[config.mk]
export PLATFORM = sky130hd
export DESIGN_NAME = c_literal_escape_decoder_unit_flat
export DESIGN_NICKNAME = d
export VERILOG_FILES = /design/src/sv/cled_pkg.sv /design/src/sv/cled_if.sv /design/src/sv/cled_front.sv /design/src/sv/cled_queue.sv /design/src/sv/cled_back.sv /design/src/sv/c_literal_escape_decoder_unit.sv /design/src/flat_wrapper.sv
export SDC_FILE = /design/constraint.sdc
export NUM_CORES = 1
export LEC_CHECK = 0
export BUFFER_PORTS_ARGS = -buffer_cell sky130_fd_sc_hd__buf_2
export CAP_MARGIN = 10
export CORE_MARGIN = 2
export CORE_UTILIZATION = 25
export CTS_BUF_LIST = sky130_fd_sc_hd__clkbuf_2 sky130_fd_sc_hd__clkbuf_4 sky130_fd_sc_hd__clkbuf_8
export DETAILED_ROUTE_END_ITERATION = 10
export SLEW_MARGIN = 20
export SYNTH_ARGS = -nofsm -noshare
export SYNTH_HDL_FRONTEND = slang
export SYNTH_SLANG_ARGS = --single-unit
[constraint.sdc]
create_clock -name clk -period 10.6 [get_ports clk]
set_clock_uncertainty 0.05 [all_clocks]
set_input_delay 0.53 -clock clk [delete_from_list [all_inputs] [get_ports clk]]
set_output_delay 0.53 -clock clk [all_outputs]
set_load 0.01 [all_outputs]
[src/sv/cled_pkg.sv]
// Shared types and character constants for the C literal escape decoder.
package cled_pkg;

	typedef enum logic [2:0] {
		PH_IDLE,
		PH_BODY,
		PH_ESC,
		PH_HEX,
		PH_OCT
	} phase_t;

	typedef enum logic [2:0] {
		K_BYTE,
		K_STR_END,
		K_CHAR_VAL,
		K_NOT_LIT,
		K_UNTERM
	} res_kind_t;

	typedef enum logic [2:0] {
		AL_NONE,
		AL_UNKNOWN_ESC,
		AL_EMPTY_HEX,
		AL_HEX_RANGE,
		AL_OCT_RANGE,
		AL_MULTIBYTE,
		AL_EMPTY_CHAR
	} alert_t;

	typedef struct packed {
		logic [31:0] value;
		res_kind_t   kind;
		alert_t      alert;
		logic        last;
	} result_t;

	// one queue entry: all results caused by one input byte
	typedef struct packed {
		result_t r0;
		result_t r1;
		logic    has2;
	} entry_t;

	typedef struct packed {
		logic push;
		logic full;
	} q_wr_t;

	typedef struct packed {
		logic pop;
		logic empty;
	} q_rd_t;

	localparam logic [7:0] CH_DQUOTE    = 8'h22;
	localparam logic [7:0] CH_SQUOTE    = 8'h27;
	localparam logic [7:0] CH_QMARK     = 8'h3F;
	localparam logic [7:0] CH_BACKSLASH = 8'h5C;
	localparam logic [7:0] CH_X         = 8'h78;
	localparam logic [7:0] CH_NUL       = 8'h00;
	localparam logic [7:0] ASCII_NL     = 8'd10;
	localparam logic [7:0] ASCII_CR     = 8'd13;
	localparam logic [7:0] ASCII_TAB    = 8'd9;
	localparam logic [7:0] ASCII_VT     = 8'd11;
	localparam logic [7:0] ASCII_FF     = 8'd12;
	localparam logic [7:0] ASCII_BEL    = 8'd7;
	localparam logic [7:0] ASCII_BS     = 8'd8;
	localparam logic [7:0] ASCII_ESC    = 8'h1B;

endpackage

[src/sv/cled_if.sv]
// Stream interfaces: source bytes in, decoded results out.
interface cled_byte_if;
	logic       valid;
	logic       ready;
	logic [7:0] byte_in;

	modport source(output valid, output byte_in, input ready);
	modport sink(input valid, input byte_in, output ready);
endinterface

interface cled_result_if;
	logic        valid;
	logic        ready;
	logic [31:0] value;
	logic [2:0]  kind;
	logic [2:0]  alert;
	logic        last;

	modport source(output valid, output value, output kind, output alert, output last,
		input ready);
	modport sink(input valid, input value, input kind, input alert, input last,
		output ready);
endinterface

[src/sv/cled_front.sv]
// Front end: literal state machine, decodes one byte per beat into up to two results.
module cled_front import cled_pkg::*; (
	input  logic          clk,
	input  logic          arst_n,
	input  logic          cfg_we,
	input  logic          cfg_wdata,
	cled_byte_if.sink     byte_stream,
	output q_wr_t         qwr,
	input  logic          q_full,
	output entry_t        entry
);

	phase_t      phase_q, phase_d;
	logic [8:0]  esc_q, esc_d;     // 9 bits: octal range check, hex keeps low byte
	logic [1:0]  dcnt_q, dcnt_d;
	logic [31:0] cacc_q, cacc_d;
	logic [1:0]  ccnt_q, ccnt_d;
	logic        literal_kind_q;

	logic        accept;
	logic [7:0]  b;
	logic [7:0]  quote;
	logic        is_oct;
	logic [4:0]  hexd;

	logic        dlv;
	logic [7:0]  dlv_byte;
	alert_t      dlv_alert;
	logic        do_body;
	logic        pre_v, body_v;
	result_t     pre_res, body_res;
	logic [7:0]  se_val;
	alert_t      se_alert;

	function automatic logic [4:0] hex_digit(input logic [7:0] c);
		logic [4:0] r;
		r = '0;
		if (c >= 8'h30 && c <= 8'h39)
			r = {1'b1, 4'(c - 8'h30)};
		else if (c >= 8'h61 && c <= 8'h66)
			r = {1'b1, 4'(c - 8'h57)};
		else if (c >= 8'h41 && c <= 8'h46)
			r = {1'b1, 4'(c - 8'h37)};
		return r;
	endfunction

	function automatic void simple_esc(input logic [7:0] c, output logic [7:0] v,
		output alert_t a);
		v = c;
		a = AL_NONE;
		unique case (c)
			CH_SQUOTE, CH_DQUOTE, CH_QMARK, CH_BACKSLASH: v = c;
			8'h61: v = ASCII_BEL;
			8'h62: v = ASCII_BS;
			8'h66: v = ASCII_FF;
			8'h6E: v = ASCII_NL;
			8'h72: v = ASCII_CR;
			8'h74: v = ASCII_TAB;
			8'h76: v = ASCII_VT;
			8'h65: v = ASCII_ESC;
			default: a = AL_UNKNOWN_ESC;
		endcase
	endfunction

	assign b                 = byte_stream.byte_in;
	assign byte_stream.ready = !q_full;
	assign accept            = byte_stream.valid && !q_full;
	assign quote             = literal_kind_q ? CH_SQUOTE : CH_DQUOTE;
	assign is_oct            = (b[7:3] == 5'b00110);
	assign hexd              = hex_digit(b);

	always_comb begin
		phase_d   = phase_q;
		esc_d     = esc_q;
		dcnt_d    = dcnt_q;
		cacc_d    = cacc_q;
		ccnt_d    = ccnt_q;
		dlv       = 1'b0;
		dlv_byte  = '0;
		dlv_alert = AL_NONE;
		do_body   = 1'b0;
		pre_v     = 1'b0;
		pre_res   = '0;
		body_v    = 1'b0;
		body_res  = '0;
		se_val    = '0;
		se_alert  = AL_NONE;

		unique case (phase_q)
			PH_BODY: do_body = 1'b1;
			PH_ESC: begin
				if (b == CH_X) begin
					esc_d   = '0;
					dcnt_d  = '0;
					phase_d = PH_HEX;
				end else if (is_oct) begin
					esc_d   = {6'b0, b[2:0]};
					dcnt_d  = 2'd1;
					phase_d = PH_OCT;
				end else begin
					simple_esc(b, se_val, se_alert);
					phase_d   = PH_BODY;
					dlv       = 1'b1;
					dlv_byte  = se_val;
					dlv_alert = se_alert;
				end
			end
			PH_HEX: begin
				if (hexd[4]) begin
					esc_d = {esc_q[4:0], hexd[3:0]};
					if (dcnt_q != 2'd3)
						dcnt_d = dcnt_q + 2'd1;
				end else begin
					phase_d  = PH_BODY;
					dlv      = 1'b1;
					dlv_byte = esc_q[7:0];
					if (dcnt_q == 2'd0)
						dlv_alert = AL_EMPTY_HEX;
					else if (dcnt_q == 2'd3)
						dlv_alert = AL_HEX_RANGE;
					do_body = 1'b1;
				end
			end
			PH_OCT: begin
				if (is_oct && dcnt_q != 2'd3) begin
					esc_d  = {esc_q[5:0], b[2:0]};
					dcnt_d = dcnt_q + 2'd1;
					if (dcnt_q == 2'd2) begin
						phase_d   = PH_BODY;
						dlv       = 1'b1;
						dlv_byte  = esc_d[7:0];
						dlv_alert = esc_d[8] ? AL_OCT_RANGE : AL_NONE;
					end
				end else begin
					phase_d   = PH_BODY;
					dlv       = 1'b1;
					dlv_byte  = esc_q[7:0];
					dlv_alert = esc_q[8] ? AL_OCT_RANGE : AL_NONE;
					do_body   = 1'b1;
				end
			end
			default: begin
				if (b == quote) begin
					phase_d = PH_BODY;
					esc_d   = '0;
					dcnt_d  = '0;
					cacc_d  = '0;
					ccnt_d  = '0;
				end else begin
					phase_d        = PH_IDLE;
					pre_v          = 1'b1;
					pre_res.kind   = K_NOT_LIT;
				end
			end
		endcase

		if (dlv) begin
			pre_v         = 1'b1;
			pre_res.value = {24'b0, dlv_byte};
			pre_res.kind  = K_BYTE;
			pre_res.alert = dlv_alert;
			if (literal_kind_q) begin
				cacc_d = {cacc_d[23:0], dlv_byte};
				if (ccnt_d != 2'd2)
					ccnt_d = ccnt_d + 2'd1;
			end
		end

		if (do_body) begin
			priority if (b == quote) begin
				body_v  = 1'b1;
				phase_d = PH_IDLE;
				if (!literal_kind_q) begin
					body_res.kind = K_STR_END;
				end else if (ccnt_d == 2'd0) begin
					body_res.kind  = K_CHAR_VAL;
					body_res.alert = AL_EMPTY_CHAR;
				end else begin
					body_res.kind  = K_CHAR_VAL;
					body_res.value = cacc_d;
					body_res.alert = (ccnt_d == 2'd2) ? AL_MULTIBYTE : AL_NONE;
				end
			end else if (b == ASCII_NL || b == CH_NUL) begin
				body_v        = 1'b1;
				phase_d       = PH_IDLE;
				body_res.kind = K_UNTERM;
			end else if (b == CH_BACKSLASH) begin
				phase_d = PH_ESC;
			end else begin
				body_v         = 1'b1;
				body_res.value = {24'b0, b};
				body_res.kind  = K_BYTE;
				if (literal_kind_q) begin
					cacc_d = {cacc_d[23:0], b};
					if (ccnt_d != 2'd2)
						ccnt_d = ccnt_d + 2'd1;
				end
			end
		end
	end

	assign qwr.push   = accept && (pre_v || body_v);
	assign qwr.full   = q_full;
	assign entry.has2 = pre_v && body_v;
	assign entry.r0   = pre_v ? pre_res : body_res;
	assign entry.r1   = body_res;

	always_ff @(posedge clk or negedge arst_n) begin
		if (!arst_n) begin
			phase_q        <= PH_IDLE;
			esc_q          <= '0;
			dcnt_q         <= '0;
			cacc_q         <= '0;
			ccnt_q         <= '0;
			literal_kind_q <= 1'b0;
		end else begin
			if (cfg_we)
				literal_kind_q <= cfg_wdata;
			if (accept) begin
				phase_q <= phase_d;
				esc_q   <= esc_d;
				dcnt_q  <= dcnt_d;
				cacc_q  <= cacc_d;
				ccnt_q  <= ccnt_d;
			end
		end
	end

endmodule

[src/sv/cled_queue.sv]
// Short FIFO of decoded entries between the front and back ends.
module cled_queue import cled_pkg::*; #(
	parameter int DEPTH = 4
) (
	input  logic   clk,
	input  logic   arst_n,
	input  q_wr_t  qwr,
	input  entry_t wr_entry,
	output logic   full,
	input  logic   pop,
	output q_rd_t  qrd,
	output entry_t rd_entry
);

	localparam int AW = (DEPTH > 1) ? $clog2(DEPTH) : 1;
	localparam int CW = $clog2(DEPTH + 1);

	entry_t        mem [DEPTH];
	logic [AW-1:0] wr_ptr_q, rd_ptr_q;
	logic [CW-1:0] count_q;
	logic          do_push, do_pop;

	assign full      = (count_q == CW'(DEPTH));
	assign qrd.empty = (count_q == '0);
	assign qrd.pop   = do_pop;
	assign do_push   = qwr.push && !qwr.full;
	assign do_pop    = pop && !qrd.empty;
	assign rd_entry  = mem[rd_ptr_q];

	always_ff @(posedge clk) begin
		if (do_push)
			mem[wr_ptr_q] <= wr_entry;
	end

	always_ff @(posedge clk or negedge arst_n) begin
		if (!arst_n) begin
			wr_ptr_q <= '0;
			rd_ptr_q <= '0;
			count_q  <= '0;
		end else begin
			if (do_push)
				wr_ptr_q <= (wr_ptr_q == AW'(DEPTH - 1)) ? '0 : wr_ptr_q + 1'b1;
			if (do_pop)
				rd_ptr_q <= (rd_ptr_q == AW'(DEPTH - 1)) ? '0 : rd_ptr_q + 1'b1;
			if (do_push && !do_pop)
				count_q <= count_q + 1'b1;
			else if (do_pop && !do_push)
				count_q <= count_q - 1'b1;
		end
	end

endmodule

[src/sv/cled_back.sv]
// Back end: splits each entry into result beats behind an output register.
module cled_back import cled_pkg::*; (
	input  logic         clk,
	input  logic         arst_n,
	input  q_rd_t        qrd,
	input  entry_t       rd_entry,
	output logic         pop,
	cled_result_if.source result_stream
);

	result_t out_q, pend_res_q;
	logic    out_valid_q, pend_q;
	logic    load;

	assign load = !out_valid_q || result_stream.ready;
	assign pop  = load && !pend_q && !qrd.empty;

	assign result_stream.valid = out_valid_q;
	assign result_stream.value = out_q.value;
	assign result_stream.kind  = out_q.kind;
	assign result_stream.alert = out_q.alert;
	assign result_stream.last  = out_q.last;

	always_ff @(posedge clk or negedge arst_n) begin
		if (!arst_n) begin
			out_valid_q <= 1'b0;
			pend_q      <= 1'b0;
		end else if (load) begin
			if (pend_q) begin
				out_valid_q <= 1'b1;
				pend_q      <= 1'b0;
			end else if (qrd.pop) begin
				out_valid_q <= 1'b1;
				pend_q      <= rd_entry.has2;
			end else begin
				out_valid_q <= 1'b0;
			end
		end
	end

	// payload, no reset
	always_ff @(posedge clk) begin
		if (load) begin
			if (pend_q) begin
				out_q <= pend_res_q;
			end else if (qrd.pop) begin
				out_q      <= '{value: rd_entry.r0.value, kind: rd_entry.r0.kind,
					alert: rd_entry.r0.alert, last: !rd_entry.has2};
				pend_res_q <= '{value: rd_entry.r1.value, kind: rd_entry.r1.kind,
					alert: rd_entry.r1.alert, last: 1'b1};
			end
		end
	end

endmodule

[src/sv/c_literal_escape_decoder_unit.sv]
// Top level of the C literal escape decoder: front end, entry queue, back end.
//
//   channel        dir  handshake        payload
//   byte_stream    in   valid/ready      byte_in[7:0]
//   result_stream  out  valid/ready      value[31:0] kind[2:0] alert[2:0] last
//   cfg            in   cfg_we           cfg_wdata (literal kind)
//
// One byte per cycle is taken while the queue has room; the front end decodes it in the accept cycle.
// A byte that causes two results leaves the back end as two result beats; the
// entry queue (QUEUE_DEPTH entries) absorbs that, so input stalls only when it fills.
// Input ready drops only on a full queue; output stalls back up through the queue.
// Reset clears the literal state, queue pointers and output valid; no clearing pass.
module c_literal_escape_decoder_unit import cled_pkg::*; #(
	parameter int QUEUE_DEPTH = 4
) (
	input  logic          clk,
	input  logic          arst_n,
	input  logic          cfg_we,
	input  logic          cfg_wdata,
	cled_byte_if.sink     byte_stream,
	cled_result_if.source result_stream
);

	q_wr_t  qwr;
	q_rd_t  qrd;
	entry_t wr_entry, rd_entry;
	logic   q_full;
	logic   pop;

	cled_front u_front (
		.clk         (clk),
		.arst_n      (arst_n),
		.cfg_we      (cfg_we),
		.cfg_wdata   (cfg_wdata),
		.byte_stream (byte_stream),
		.qwr         (qwr),
		.q_full      (q_full),
		.entry       (wr_entry)
	);

	cled_queue #(
		.DEPTH (QUEUE_DEPTH)
	) u_queue (
		.clk      (clk),
		.arst_n   (arst_n),
		.qwr      (qwr),
		.wr_entry (wr_entry),
		.full     (q_full),
		.pop      (pop),
		.qrd      (qrd),
		.rd_entry (rd_entry)
	);

	cled_back u_back (
		.clk           (clk),
		.arst_n        (arst_n),
		.qrd           (qrd),
		.rd_entry      (rd_entry),
		.pop           (pop),
		.result_stream (result_stream)
	);

endmodule

[src/flat_wrapper.sv]
// flat-port wrapper written by rule: the top's interface ports become plain ports
module c_literal_escape_decoder_unit_flat import cled_pkg::*;
#(
	parameter int QUEUE_DEPTH = 4
)
  (clk, arst_n, cfg_we, cfg_wdata, byte_stream_valid, byte_stream_byte_in, byte_stream_ready, result_stream_valid, result_stream_value, result_stream_kind, result_stream_alert, result_stream_last, result_stream_ready);
  cled_byte_if byte_stream_i ();
  cled_result_if result_stream_i ();
  input  logic clk;
  input  logic arst_n;
  input  logic cfg_we;
  input  logic cfg_wdata;
  input wire logic [$bits(byte_stream_i.valid)-1:0] byte_stream_valid;
  input wire logic [$bits(byte_stream_i.byte_in)-1:0] byte_stream_byte_in;
  output wire logic [$bits(byte_stream_i.ready)-1:0] byte_stream_ready;
  output wire logic [$bits(result_stream_i.valid)-1:0] result_stream_valid;
  output wire logic [$bits(result_stream_i.value)-1:0] result_stream_value;
  output wire logic [$bits(result_stream_i.kind)-1:0] result_stream_kind;
  output wire logic [$bits(result_stream_i.alert)-1:0] result_stream_alert;
  output wire logic [$bits(result_stream_i.last)-1:0] result_stream_last;
  input wire logic [$bits(result_stream_i.ready)-1:0] result_stream_ready;
  assign byte_stream_i.valid = byte_stream_valid;
  assign byte_stream_i.byte_in = byte_stream_byte_in;
  assign byte_stream_ready = byte_stream_i.ready;
  assign result_stream_valid = result_stream_i.valid;
  assign result_stream_value = result_stream_i.value;
  assign result_stream_kind = result_stream_i.kind;
  assign result_stream_alert = result_stream_i.alert;
  assign result_stream_last = result_stream_i.last;
  assign result_stream_i.ready = result_stream_ready;
  c_literal_escape_decoder_unit #(.QUEUE_DEPTH(QUEUE_DEPTH)) u_core (.clk(clk), .arst_n(arst_n), .cfg_we(cfg_we), .cfg_wdata(cfg_wdata), .byte_stream(byte_stream_i), .result_stream(result_stream_i));
endmodule
==> flow_summary.json, run 1 <==
{
  "outcome": "finished, violations left",
  "violations": "negative hold slack",
  "die_h_um": 277.7,
  "cp-end-kind": "register",
  "ys_types": 85,
  "cts-resized-gates": 0,
  "power.density_nw_per_um2": 282.6,
  "dp_cells": 2122,
  "required_ns": 11.01,
  "hold_ws_ns": -0.009418,
  "clk_latency_ns": 0.66,
  "yosysWarnings": 0,
  "cts_root_buf": "clkbuf_8",
  "routed_via_density": 4.685,
  "clkSinkCount": 443,
  "die_x_um": 277.7,
  "final.setup.tns_ns": 0,
  "area_growth_pct": 15.32,
  "tightest_slew_ns": 1.025,
  "critPathLaunchType": "input pin",
  "first_global_vias": 10720,
  "hold_class": "input pin to asynchronous set/reset pin",
  "critPathArrivalTime_ns": 5.23,
  "fmax_mhz": 207.4,
  "cellLeakagePower_nw": 7.349,
  "postCtsHoldBufs": 0,
  "die_area_um2": 77130,
  "mostFrequentLayoutCell": "edfxtp_1",
  "power_mw": 6.103,
  "start_util_pct": 25.20,
  "met3_usage_pct": 2.190,
  "ys_ff_latch": 443,
  "slew_violations": 0,
  "placed_area_um2": 20080,
  "nNetsFinal": 1260,
  "final_cells": 2254,
  "place.gp.congestion": 0.8451,
  "max_stage_delay_ns": 0.66,
  "numCtsBuffers": 73,
  "criticalPathCategory": "input pin to register",
  "startpoint": "byte_stream_byte_in[1]",
  "ir_worst_vdd_v": 0.0001235,
  "dr.pass1.iters": 5,
  "grt_remaining_overflow": 0,
  "synth-edff-count": 385,
  "drt_iter0_drc": 914,
  "setup_viol": 0,
  "fin_area_um2": 21600,
  "rsz0062_at_grt": "false",
  "period_needed_ns": 4.821,
  "dp.final_hpwl_um": 27630,
  "h-tree-depth": 3,
  "period_share_pct": 45.48,
  "wirelength_um": 44010,
  "core_um2": 74320,
  "worstReg2RegStart": "u_core.u_front.phase_q[0]",
  "mostFrequentLayoutCells": "edfxtp_1 (385), nand2_1 (94), mux4_2 (77), clkbuf_8 (75), a21oi_1 (61)",
  "drc": 0,
  "syn_inst": 1151,
  "max-cap-violations": 0,
  "cpMaxStageDelayCell": "nor2_2",
  "wl_per_cell_um": 19.52,
  "drive_gt1_share_pct": 26.85,
  "synthArstFlopShare_pct": 13.09,
  "finalHoldViolCount": 3,
  "post_cts_buffers": 0,
  "grtUsageTotal_pct": 11.35,
  "ys.flop_type": "edfxtp_1",
  "ios": 55,
  "cp_cell_sequence": "buf_2 -> inv_1 -> ha_1 -> o21bai_1 -> a2111oi_2 -> nor2_2 -> o31ai_4 -> buf_4 -> mux2_2 -> ha_1 -> nor3_1 -> nand2_1 -> buf_4 -> nor2_2 -> and2_1",
  "antennaDiodeCount": 0,
  "row_count": 100,
  "port_buffers": 54,
  "vias": 10560,
  "grtUsageMet2_pct": 18.54,
  "ys_seq_area_share_pct": 69.47,
  "grt_antenna_before_repair": 1,
  "busiest_layer": "met2",
  "clk_path_buf_depth": 3,
  "use_met1_pct": 14.90,
  "syn_area_um2": 18730,
  "path_clk_slew_ns": 0.06,
  "syn-num-nets": 1183,
  "grt_max_degree": 62,
  "syn_area_per_cell_um2": 16.27,
  "cp_max_fo": 42,
  "slew_headroom_pct": 31.11,
  "r2r_slack_ns": 5.91,
  "grt_pass1_wl_um": 66800,
  "cts_tree": "done",
  "postRouteAntennaNets": 0
}
==> cells in the mapped netlist (5+ instances only) <==
cell      number  area [um^2]
xor2_1         5        43.79
o211ai_1       5        37.54
edfxtp_1     385        11560
dfrtp_1       58         1451
a221o_1       14        140.1
and2_1        30        187.7
a22oi_1       12        90.09
or3_1          5        31.28
mux4_2        77         1734
and3_1        19        118.9
nor2_1        52        195.2
a21oi_1       61        305.3
inv_1         16        60.06
nand2_1       94        352.8
o21bai_1       5        37.54
a21o_1         5        37.54
clkbuf_1      38        142.6
nand3_1       16        80.08
ha_1          17        212.7
a31oi_1        5        31.28
mux2_2        46        518.0
nor3_1        14        70.07
buf_2         12        60.06
o21ai_0       32        160.2
nand2b_1      10        62.56
buf_1         13        48.80
o221ai_1       5        43.79
==> power by group <==
part           switching, mW  internal (mW)
Clock                  0.679          0.868
Sequential             0.294           2.55
Combinational          0.987          0.723
Total                   1.96           4.14
==> worst max-delay path, delay by kind of cell <==
kind                     cells  cell delay, ns
adder cells (fa/ha/maj)      2            0.56
buffers and inverters        4            1.00
multiplexers                 1            0.43
AND/OR/NAND/NOR              5            1.67
AO/OA/AOI/OAI                3            1.00
==> logic make-up after synthesis <==
group           synth area share (%)
flops                          69.47
simple gates                   7.234
compound gates                 7.120
mux                            12.66
buf+inv                        1.950
fa+ha+maj                      1.242
xor+xnor                      0.3273
==> flip-flops by register name, summed over array words and instances (netlist names), 9 cells and up <==
signal	count
u_core.u_queue.mem	308
u_core.u_back.pend_res_q	38
u_core.u_back.result_stream.value	32
u_core.u_front.cacc_q	32
u_core.u_front.esc_q	9
==> final cells by class <==
class / count / area [um^2]
well taps: 969 / 1212
multi-input cells: 623 / 5385
clock buffers: 97 / 1197
clock inverters: 35 / 326.6
flip-flops and latches: 443 / 13020
inverters: 16 / 60.06
repair buffers: 71 / 397.9
fillers: 7428 / 52720
==> worst paths after layout <==
check,end,depth (start not counted)
max in group asynchronous,u_core.u_queue.rd_ptr_q[0],2
setup reg to reg,u_core.u_queue.mem[3][72],13
hold reg to reg,u_core.u_front.ccnt_q[0],1
hold / removal,u_core.u_front.esc_q[0],2
min in group clk,u_core.u_front.literal_kind_q,2
setup / recovery,u_core.u_queue.mem[3][72],15
==> metrics by stage <==
stage | setup slack, ns | util (%)
after floorplan | 5.656 | -
after global placement | 5.394 | 27.01
after detailed placement | 5.200 | 27.01
after CTS | 5.881 | 29.06
after global routing | 5.409 | 29.06
final | 5.779 | 29.06
==> routing by layer <==
metal	wire, um	share of wire (%)
met2	21390	49
met5	0	0
met1	19260	44
met4	1080	2.5
met3	2278	5.2
Note: power is estimated with default switching activity, not from simulation.
==> run 2: changes to the inputs <==
==> constraint.sdc (replaced) <==
create_clock -name clk -period 5 [get_ports clk]
set_clock_uncertainty 0.05 [all_clocks]
set_input_delay 0.25 -clock clk [delete_from_list [all_inputs] [get_ports clk]]
set_output_delay 0.25 -clock clk [all_outputs]
set_load 0.01 [all_outputs]
==> flow_summary.json, run 2 (synthesis gave the netlist of run 1 again) <==
{
  "ios": 55,
  "postLayoutCoreUtil_pct": 29.53,
  "final.setup.tns_ns": 0,
  "required_ns": 5.41,
  "post_cts_buffers": 0,
  "grt_antenna_before_repair": 0,
  "r2r_slack_ns": 1.02,
  "clk_path_buf_depth": 3,
  "clk_latency_ns": 0.64,
  "cellLeakagePower_nw": 7.528,
  "start_util_pct": 25.20,
  "vias": 10680,
  "slew_violations": 0,
  "hold_ws_ns": 0.07844,
  "nFillCells": 7420,
  "die_area_um2": 77130,
  "cp_max_fo": 17,
  "die_x_um": 277.7,
  "period_share_pct": 86.43,
  "hold_class": "input pin to register",
  "largest_reg_flops": 308,
  "row_count": 100,
  "finalHoldViolCount": 0,
  "dpl_worst_slack_ns": 0.6674,
  "startpoint": "byte_stream_byte_in[0]",
  "drc": 0,
  "period_needed_ns": 4.322,
  "cts_root_buf": "clkbuf_8",
  "cts_tree": "done",
  "dr.pass1.iters": 5,
  "criticalPathCategory": "input pin to register",
  "drt_iter0_drc": 866,
  "grtUsageTotal_pct": 11.70,
  "grt_remaining_overflow": 0,
  "antennaDiodeCount": 0,
  "dp.final_hpwl_um": 28580,
  "wl_per_cell_um": 19.68,
  "regMostFlops": "u_core.u_queue.mem",
  "h-tree-depth": 3,
  "critPathLaunchType": "input pin",
  "fin_ws_ns": 0.6783,
  "wirelength_um": 44960,
  "postRouteAntennaNets": 0,
  "worstReg2RegStart": "u_core.u_front.phase_q[0]",
  "nNetsFinal": 1288,
  "core_um2": 74320,
  "grt_max_degree": 43,
  "rsz0062_at_grt": "false",
  "drive_gt1_share_pct": 28.65,
  "place.gp.congestion": 0.8556,
  "die_h_um": 277.7,
  "numCtsBuffers": 76,
  "tightest_slew_ns": 0.9353,
  "clkSinkCount": 443,
  "power.density_nw_per_um2": 596.4,
  "path_clk_slew_ns": 0.06,
  "cp-end-kind": "register",
  "critPathArrivalTime_ns": 4.73,
  "grt_pass1_wl_um": 69610,
  "setup_viol": 0,
  "mostFrequentLayoutCell": "edfxtp_1",
  "outcome": "completed",
  "max-cap-violations": 0,
  "hp-start": "byte_stream_byte_in[2]",
  "fmax_mhz": 231.4,
  "top_regs": "u_core.u_queue.mem: 308 flops, u_core.u_back.pend_res_q: 38 flops",
  "area_growth_pct": 17.17,
  "slew_headroom_pct": 37.50,
  "first_global_vias": 11170,
  "ir_worst_vdd_v": 0.0002489,
  "mostFrequentLayoutCells": "edfxtp_1 (385), nand2_1 (94), clkbuf_8 (85), mux4_2 (77), a21oi_1 (61)",
  "routed_via_density": 4.673,
  "port_buffers": 54
}
==> run 2: cell count changes in the layout (fill, tap and decap cells not counted), sizes merged <==
cell | previous run | this run
clkbuf | 97 | 120
buf | 71 | 90
clkinv | 23 | 12
dlygate4sd3 | 0 | 6
bufinv | 5 | 1
inv | 20 | 17
clkinvlp | 3 | 4
==> run 2: critical path, stage by stage <==
cell and delay (ns):
dlygate4sd3_1 0.51, buf_2 0.27, ha_1 0.33, o21bai_1 0.13
a2111oi_2 0.57, nor2_2 0.14, o31ai_4 0.35, mux2_2 0.42
ha_1 0.26, nor3_1 0.42, nand2_1 0.40, nor2_2 0.17
buf_4 0.26, and2_1 0.25
==> run 2: layout make-up <==
class	instances	area [um^2]	share of cell area, %
inverter	16	60.06	0.2736
timing repair buffer	96	713.2	3.250
clock buffer	120	1433	6.528
multi-input combinational	623	5385	24.54
sequential	443	13020	59.33
tap	969	1212	5.524
clock inverter	18	122.6	0.5587
==> run 2: metal layers <==
layer  vias to the layer above  part of all wire (%)  wire [um]  global-route usage, %
li1                       4764                     -          -                      -
met5                         -                     0          0                      0
met3                        70                   4.9       2210                  2.114
met1                      5512                    45      20240                  15.86
met4                         0                   2.3       1037                  4.477
met2                       332                    48      21470                  18.63
==> run 2: repair_timing <==
action / in CTS / in global routing
endpoints found under the hold margin: 37 / 0
resized for setup: 0 / 0
hold buffers: 6 / 0
==> run 2: power breakdown <==
group	total (mW)	internal [mW]	switching, mW
registers	6.07	5.40	0.671
clock network	3.29	1.87	1.42
logic	3.73	1.63	2.10
==> run 2: per-stage QoR <==
step                      instances  area, um^2  total power [mW]
after floorplan                1151       18730             8.448
after global placement         2141       20330             9.894
after detailed placement       2141       20330             9.975
after CTS                      2285       21950             13.31
after global routing           2285       21950             13.82
final                          2285       21950             13.09
==> run 2: worst paths after layout <==
kind / endpoint / depth (start not counted)
setup / recovery: u_core.u_queue.mem[3][73] / 14
hold / removal: u_core.u_front.esc_q[2] / 3
setup reg to reg: u_core.u_queue.mem[3][73] / 13
hold reg to reg: u_core.u_front.ccnt_q[0] / 1
max in group asynchronous: u_core.u_back.pend_q / 3
min in group asynchronous: u_core.u_front.esc_q[2] / 2
==> run 3: changes to the inputs <==
--- a/config.mk
+++ b/config.mk
@@ -11,6 +11,8 @@
 export CORE_UTILIZATION = 25
 export CTS_BUF_LIST = sky130_fd_sc_hd__clkbuf_2 sky130_fd_sc_hd__clkbuf_4 sky130_fd_sc_hd__clkbuf_8
 export DETAILED_ROUTE_END_ITERATION = 10
+export MAX_ROUTING_LAYER = met4
+export PLACE_DENSITY_LB_ADDON = 0.3
 export SLEW_MARGIN = 20
 export SYNTH_ARGS = -nofsm -noshare
 export SYNTH_HDL_FRONTEND = slang
==> flow_summary.json, run 3 (synthesis gave the netlist of run 1 again) <==
{
  "outcome": "completed",
  "max_stage_delay_ns": 0.57,
  "fin_area_um2": 22020,
  "die_h_um": 277.7,
  "clkSinkCount": 443,
  "cp_cell_sequence": "dlygate4sd3_1 -> buf_2 -> inv_1 -> ha_1 -> o21bai_1 -> a2111oi_2 -> nor2_2 -> o31ai_4 -> mux2_2 -> ha_1 -> nor3_1 -> and3_1 -> a22oi_1 -> o21ai_0",
  "dp.final_hpwl_um": 29400,
  "hold_ws_ns": 0.09565,
  "final.setup.tns_ns": 0,
  "cts-resized-gates": 0,
  "top_regs": "u_core.u_queue.mem: 308 flops, u_core.u_back.pend_res_q: 38 flops",
  "final_cells": 2293,
  "slew_violations": 0,
  "placed_area_um2": 20270,
  "drt_iter0_drc": 917,
  "required_ns": 5.32,
  "antennaDiodeCount": 0,
  "row_count": 100,
  "h-tree-depth": 3,
  "crit_top_cell": "ha_1",
  "critPathLaunchType": "input pin",
  "dr.pass1.iters": 5,
  "critPathArrivalTime_ns": 4.76,
  "cellLeakagePower_nw": 7.571,
  "die_area_um2": 77130,
  "grt_antenna_before_repair": 0,
  "die_x_um": 277.7,
  "drc": 0,
  "period_share_pct": 88.74,
  "slew_headroom_pct": 41.07,
  "postRouteAntennaNets": 0,
  "cp_max_fo": 12,
  "grtUsageTotal_pct": 12.52,
  "grt_remaining_overflow": 0,
  "ios": 55,
  "dpl_worst_slack_ns": 0.5785,
  "core_um2": 74320,
  "routed_via_density": 4.660,
  "period_needed_ns": 4.437,
  "largest_reg_flops": 308,
  "path_clk_slew_ns": 0.05,
  "fin_ws_ns": 0.5628,
  "post_cts_buffers": 0,
  "port_buffers": 54,
  "power.density_nw_per_um2": 608.8,
  "power_mw": 13.41,
  "start_util_pct": 25.20,
  "clk_path_buf_depth": 3,
  "wirelength_um": 46880,
  "ir_worst_vdd_v": 0.0002032,
  "cpMaxStageDelayCell": "a2111oi_2",
  "cp-end-kind": "register",
  "setup_viol": 0,
  "grt_max_degree": 59,
  "tightest_slew_ns": 0.8839,
  "wl_per_cell_um": 20.44,
  "vias": 10690,
  "regMostFlops": "u_core.u_queue.mem",
  "drive_gt1_share_pct": 28.17,
  "mostFrequentLayoutCell": "edfxtp_1",
  "max-cap-violations": 0,
  "fmax_mhz": 225.4,
  "finalHoldViolCount": 0,
  "place.gp.congestion": 0.8991,
  "mostFrequentLayoutCells": "edfxtp_1 (385), nand2_1 (94), clkbuf_8 (82), mux4_2 (77), a21oi_1 (61)",
  "clk_latency_ns": 0.65,
  "hold_class": "input pin to register",
  "rsz0062_at_grt": "false",
  "nNetsFinal": 1291,
  "criticalPathCategory": "input pin to register",
  "postCtsHoldBufs": 6,
  "first_global_vias": 11370,
  "area_growth_pct": 17.56,
  "numCtsBuffers": 80,
  "postLayoutCoreUtil_pct": 29.63,
  "cts_root_buf": "clkbuf_8",
  "grt_pass1_wl_um": 71210,
  "cts_tree": "done",
  "dp_cells": 2140
}
-- run 3: metal layers --
layer  GRT usage [%]  part of all wire (%)
met1           15.50                    44
met2           20.60                    49
met3           2.392                   5.0
met4           4.158                   2.1
met5               -                     0
-- run 3: final cells by class --
type | count | area, um^2
multi-input combinational | 623 | 5385
sequential | 443 | 13020
clock buffer | 106 | 1309
inverter | 16 | 60.06
fill | 7471 | 52300
tap | 969 | 1212
clock inverter | 41 | 377.9
timing repair buffer | 95 | 655.6
-- run 3: path summary, 6_finish.rpt --
path / start / endpoint / slack [ns] / cells past startpoint
worst max-delay path: byte_stream_byte_in[1] / u_core.u_queue.mem[0][48] / 0.56 / 14
worst min-delay path: byte_stream_byte_in[2] / u_core.u_front.esc_q[2] / 0.1 / 4
worst max register to register: u_core.u_front.phase_q[0] / u_core.u_queue.mem[0][48] / 0.99 / 12
worst min register to register: u_core.u_front.ccnt_q[1] / u_core.u_front.ccnt_q[1] / 0.46 / 2
max in group asynchronous: arst_n / u_core.u_queue.rd_ptr_q[0] / 3.92 / 3
min in group asynchronous: arst_n / u_core.u_front.esc_q[0] / 0.25 / 3
-- run 3: critical path, delay by kind of cell --
| family | cells | cell delay, ns |
|---|---|---|
| simple gates | 3 | 1.01 |
| mux | 1 | 0.41 |
| fa+ha+maj | 2 | 0.54 |
| buf+inv | 3 | 0.88 |
| compound gates | 5 | 1.67 |
-- run 3: power breakdown --
group | internal (mW) | switching (mW) | total [mW]
combinational | 1.62 | 2.09 | 3.71
clock | 2.08 | 1.49 | 3.57
sequential | 5.40 | 0.729 | 6.13
total | 9.10 | 4.31 | 13.4
